[src/rtl/core/bdda_pkg.sv]
`timescale 1ns / 1ps

package bdda_pkg;

    localparam int DAY_W   = 5;
    localparam int MONTH_W = 4;
    localparam int YEAR_W  = 14;
    localparam int COUNT_W = 15;
    localparam int WDAY_W  = 3;
    localparam int MASK_W  = 7;

    localparam logic [MASK_W-1:0]  MASK_RESET = 7'd96;
    localparam logic [YEAR_W-1:0]  YEAR_MAX   = 14'd9999;
    localparam logic [MONTH_W-1:0] MONTH_DEC  = 4'd12;
    localparam logic [MONTH_W-1:0] MONTH_FEB  = 4'd2;
    localparam logic [MONTH_W-1:0] MONTH_MAR  = 4'd3;
    localparam logic [WDAY_W-1:0]  WDAY_SAT   = 3'd6;

    // floor(y / 100) == (y * 5243) >> 19 for every 14-bit y
    localparam logic [12:0] RECIP_100  = 13'd5243;
    localparam int          SHIFT_100  = 19;
    // floor(s / 7) == (s * 149797) >> 20 for every 15-bit s
    localparam logic [17:0] RECIP_7    = 18'd149797;
    localparam int          SHIFT_7    = 20;

    typedef logic [3:0] t_step;

    localparam t_step S_IDLE   = 4'd0;
    localparam t_step S_DIV100 = 4'd1;
    localparam t_step S_REM100 = 4'd2;
    localparam t_step S_CHECK  = 4'd3;
    localparam t_step S_SUM    = 4'd4;
    localparam t_step S_QUO    = 4'd5;
    localparam t_step S_WDAY   = 4'd6;
    localparam t_step S_WALK   = 4'd7;
    localparam t_step S_SKIP   = 4'd8;
    localparam t_step S_EMIT   = 4'd9;
    localparam t_step S_BAD    = 4'd10;

    typedef enum logic [3:0] {
        OP_NOP,
        OP_LOAD,
        OP_DIV100,
        OP_REM100,
        OP_SUM,
        OP_QUO,
        OP_WDAY,
        OP_WALK,
        OP_SKIP,
        OP_EMIT,
        OP_BAD
    } t_op;

    typedef enum logic [2:0] {
        C_NEVER,
        C_ALWAYS,
        C_IN_VALID,
        C_BAD_DATE,
        C_WALK_DONE,
        C_SKIP_DONE,
        C_OUT_FREE
    } t_cond;

    typedef struct packed {
        t_op   op;
        t_cond cond;
        logic  hold;
        t_step tgt;
    } t_uword;

    typedef struct packed {
        logic in_valid;
        logic bad_date;
        logic walk_done;
        logic skip_done;
        logic out_free;
    } t_sts;

    // Control store: fall through, jump on condition, or hold on the step.
    function automatic t_uword ucode(input t_step step);
        t_uword w;
        unique case (step)
            S_IDLE:   w = '{OP_LOAD,   C_IN_VALID,  1'b1, S_DIV100};
            S_DIV100: w = '{OP_DIV100, C_NEVER,     1'b0, S_IDLE};
            S_REM100: w = '{OP_REM100, C_NEVER,     1'b0, S_IDLE};
            S_CHECK:  w = '{OP_NOP,    C_BAD_DATE,  1'b0, S_BAD};
            S_SUM:    w = '{OP_SUM,    C_NEVER,     1'b0, S_IDLE};
            S_QUO:    w = '{OP_QUO,    C_NEVER,     1'b0, S_IDLE};
            S_WDAY:   w = '{OP_WDAY,   C_NEVER,     1'b0, S_IDLE};
            S_WALK:   w = '{OP_WALK,   C_WALK_DONE, 1'b1, S_SKIP};
            S_SKIP:   w = '{OP_SKIP,   C_SKIP_DONE, 1'b1, S_EMIT};
            S_EMIT:   w = '{OP_EMIT,   C_OUT_FREE,  1'b1, S_IDLE};
            S_BAD:    w = '{OP_BAD,    C_ALWAYS,    1'b0, S_EMIT};
            default:  w = '{OP_NOP,    C_ALWAYS,    1'b0, S_IDLE};
        endcase
        return w;
    endfunction

    function automatic logic [DAY_W-1:0] days_in(input logic [MONTH_W-1:0] m,
                                                 input logic leap);
        logic [DAY_W-1:0] n;
        case (m)
            4'd1, 4'd3, 4'd5, 4'd7, 4'd8, 4'd10, 4'd12: n = 5'd31;
            4'd4, 4'd6, 4'd9, 4'd11:                    n = 5'd30;
            4'd2:    n = leap ? 5'd29 : 5'd28;
            default: n = 5'd0;
        endcase
        return n;
    endfunction

    // floor(31 * mm / 12) with March as month one of the shifted year
    function automatic logic [DAY_W-1:0] month_term(input logic [MONTH_W-1:0] m);
        logic [DAY_W-1:0] t;
        case (m)
            4'd3:    t = 5'd2;
            4'd4:    t = 5'd5;
            4'd5:    t = 5'd7;
            4'd6:    t = 5'd10;
            4'd7:    t = 5'd12;
            4'd8:    t = 5'd15;
            4'd9:    t = 5'd18;
            4'd10:   t = 5'd20;
            4'd11:   t = 5'd23;
            4'd12:   t = 5'd25;
            4'd1:    t = 5'd28;
            4'd2:    t = 5'd31;
            default: t = 5'd0;
        endcase
        return t;
    endfunction

endpackage

[src/rtl/core/bdda_seq.sv]
`timescale 1ns / 1ps

module bdda_seq import bdda_pkg::*; (
    input  logic   i_clk,
    input  logic   i_rst_n,
    input  t_sts   i_sts,
    output t_uword o_uword
);

    t_step  r_step;
    t_step  n_step;
    t_uword w_uword;
    logic   w_take;

    assign w_uword = ucode(r_step);
    assign o_uword = w_uword;

    always_comb begin
        unique case (w_uword.cond)
            C_NEVER:     w_take = 1'b0;
            C_ALWAYS:    w_take = 1'b1;
            C_IN_VALID:  w_take = i_sts.in_valid;
            C_BAD_DATE:  w_take = i_sts.bad_date;
            C_WALK_DONE: w_take = i_sts.walk_done;
            C_SKIP_DONE: w_take = i_sts.skip_done;
            C_OUT_FREE:  w_take = i_sts.out_free;
            default:     w_take = 1'b1;
        endcase
        if (w_take) begin
            n_step = w_uword.tgt;
        end else if (w_uword.hold) begin
            n_step = r_step;
        end else begin
            n_step = r_step + 4'd1;
        end
    end

    always_ff @(posedge i_clk) begin
        if (!i_rst_n) begin
            r_step <= S_IDLE;
        end else begin
            r_step <= n_step;
        end
    end

endmodule

[config.mk]
export PLATFORM = sky130hd
export DESIGN_NAME = bdda_seq
export DESIGN_NICKNAME = d
export VERILOG_FILES = /design/src/rtl/core/bdda_pkg.sv /design/src/rtl/core/bdda_seq.sv
export SDC_FILE = /design/constraint.sdc
export NUM_CORES = 1
export LEC_CHECK = 0
export BUFFER_PORTS_ARGS = -buffer_cell sky130_fd_sc_hd__buf_2
export CELL_PAD_IN_SITES_DETAIL_PLACEMENT = 0
export CELL_PAD_IN_SITES_GLOBAL_PLACEMENT = 1
export CORE_UTILIZATION = 41
export CTS_CLUSTER_SIZE = 10
export DETAILED_ROUTE_END_ITERATION = 16
export PLACE_DENSITY = 0.9
export SYNTH_ARGS = -nofsm -noshare
export SYNTH_HDL_FRONTEND = slang
export SYNTH_SLANG_ARGS = --single-unit
export TNS_END_PERCENT = 1
[constraint.sdc]
create_clock -name i_clk -period 3.8 [get_ports i_clk]
set_clock_uncertainty 0.15 [all_clocks]
set_input_delay 0.76 -clock i_clk [delete_from_list [all_inputs] [get_ports i_clk]]
set_output_delay 0.76 -clock i_clk [all_outputs]
set_load 0.01 [all_outputs]
==> metrics.md <==
| Metric | Value |
|---|---|
| Final net count | `between 100 and 150` |
| Critical Path Sink Type | `flop` |
| Primary FF master, synth | `dfxtp_1` |
| CTS max path bufs | `2` |
| First-pass GRT wire length | `2100 microns` |
| Hold Path Cell Cnt | `2` |
| Die Footprint | `2030 sq um` |
| Avg Inst Size Synth | `roughly 10 sq um` |
| Die width | `45.0 microns` |
| Clk slew on worst S/H paths | `0.08 ns` |
| Vias | `562` |
| Num Clock Sinks | `15` |
| Multi-input logic area | `409 sq um` |
| Setup slack, reg-to-reg | `1.30 ns` |
| Pwr per Cell Area | `569 nW/um^2` |
| Utilization after layout | `51.2%` |
| Synth area leaders | `dfxtp_1 40%, ha_1 9.9%, mux2i_4 5.9%, mux2i_1 4.0%, mux2_4 4.0%` |
| Worst EP arrival | `2.65 ns` |
| Fill cell count | `about 180` |
| CP max FO | `6` |
| Crit-path cells | `buf_2 > mux2i_1 > mux4_2 > mux2_4 > nand2_1 > inv_1 > ha_1 > inv_1 > or2_2 > mux2i_4` |
| Most used cells in the layout excluding fill and tap cells | `17 x buf_2, 15 x dfxtp_1, 8 x nand2_1` |
| Status | `completed` |
| Vias in the first global route | `between 400 and 500` |
| Distinct cells, synth | `28` |
| Crit-path most repeated cell | `inv_1` |
| Slowest Stage Delay on Critical Path | `0.57 ns` |
| Setup TNS Final | `0 ns` |
| Dpl hpwl | `1080 microns` |
| Crit path kind | `primary input to flop` |
| CORE AREA | `1730 sq um` |
| Hold buffer count at CTS | `0` |
| Initial drt markers | `19` |
| # diodes | `0` |
| WL per Instance | `11.4 microns` |
| Worst path depth | `10` |
| Post CTS Setup Buffer Count | `0` |
| FP Rows | `15` |
| Slowest cell on crit path | `mux4_2` |
| Worst reg2reg path depth | `9` |
| Post-synthesis cell count | `76` |
| Fraction of layout cells with a size suffix above 1 | `31.9%` |
| Seq. cell area | `about 300 sq um` |
| Number of port buffers | `17` |
| Crit path time final | `about 2.6 ns` |
| Fmax | `386 MHz` |
| I/O pin count | `19` |
| FF+latch count, synth | `15` |
| Commonest non-fill, non-tap cell in the layout | `buf_2` |
| Period utilisation layout | `68.1%` |
| RePlAce Congestion | `0.878` |
| CP delay by family, top | `multiplexers` |
| Synth area leader | `dfxtp_1` |
| Initial antenna violation count | `0` |
| Syn Nets | `slightly below 90` |
| DRC errors left | `0` |
| CTS Root Buffer Type | `clkbuf_4` |
| PostCTS Resize Cnt | `0` |
| Hold Fails Final Rpt | `0` |
| Leak pwr | `about 0.42 nW` |
| Synth warn | `0` |
| Grt ovf | `0` |
| TritonRoute pass-1 iters | `4` |
| H-tree Lvls | `1` |
| Final WL | `roughly 1400 microns` |
| Synth-to-layout area growth | `16.5%` |
| Antenna viol nets, final | `0` |
| Synth top area share | `just under 40%` |
| Vias/cell | `roughly 4.7` |
| Tightest Hold Check Type | `flop to flop` |
| Clock Latency Late Sink | `0.28 ns` |
| Max Cap Viol | `0` |
| Initial core utilization | `44.0%` |
| Asr flop ratio synth | `0%` |
| Slew Viols, Final | `0` |
| Worst path bufs/invs | `3` |
| # setup viols final | `0` |
| Post-synth EDFFs | `0` |
| Mapped Area | `roughly 760 sq um` |
| Critical Path RT | `~3.9 ns` |
| Register area share after synthesis | `39.5%` |
| CTS buffer count | `3` |
| CTS tree | `yes` |
| Startpoint Class | `primary input` |
| RSZ-0062 raised after global routing | `no` |
| Pin count of the biggest net entering global routing | `11` |
| Peak supply drop | `a little over 300 uV` |
| Gr usage total | `15.3%` |
| Die H | `45.0 microns` |
-- routing by layer --
metal,vias to the layer above,track usage [%],wire [microns]
met5,-,0,0
met4,0,10.9,31
met3,4,3.60,31
met2,9,22.0,656
met1,264,20.0,635
li1,285,-,-
-- Yosys cell counts (3+ instances only) --
cell,count
nor2_1,4
inv_1,7
mux2i_1,3
nor2b_1,3
nand2_1,8
ha_1,6
dfxtp_1,15
-- tightest hold or removal path, delay by kind of cell, from the launching register on --
kind	cells	cell delay, ns
flops	1	0.34
mux	1	0.08
simple gates	1	0.10
-- final cells by class --
type | count | share of cell area (%)
Sequential cell | 15 | 33.9
Multi-Input combinational cell | 50 | 46.3
Inverter | 8 | 3.54
Tap cell | 25 | 3.54
Clock inverter | 1 | 0.566
Clock buffer | 3 | 2.55
Timing Repair Buffer | 17 | 9.62
-- where the power goes --
part	internal, mW	switching [mW]	total, mW
registers	0.191	0.0211	0.213
logic	0.0991	0.101	0.200
clock network	0.0391	0.0511	0.0901
total	0.330	0.173	0.503
-- through the flow --
stage | setup WS, ns | area (sq um) | total power, mW | instances | hold slack (ns)
floorplan | 1.15 | 759 | 0.361 | 76 | 0.426
global placement | 0.957 | 857 | 0.414 | 115 | 0.413
detailed placement | 0.920 | 857 | 0.417 | 115 | 0.397
CTS | 1.22 | 885 | 0.509 | 119 | 0.421
global route | 1.12 | 885 | 0.543 | 119 | 0.442
finish | 1.21 | 885 | 0.503 | 119 | 0.408
-- state kept, by name, indices dropped and copies added (netlist names) --
signal,cells
o_uword,11
r_step,4
-- final timing paths --
check                to  startpoint
max          o_uword[4]    i_sts[0]
min reg2reg   r_step[0]  o_uword[0]
max reg2reg  o_uword[4]  o_uword[7]
min           r_step[0]  o_uword[0]
-- cells by family after synthesis --
logic type / synth area share, %
and+or+nand+nor: 15.0
DFF: 39.5
buffers and inverters: 6.59
muxes: 19.8
AOI/OAI and AO/OA: 6.43
adders and majority gates: 9.88
xor gates and xnor gates: 2.31
other: 0.494
No activity file was read; power rests on OpenSTA's default activity.
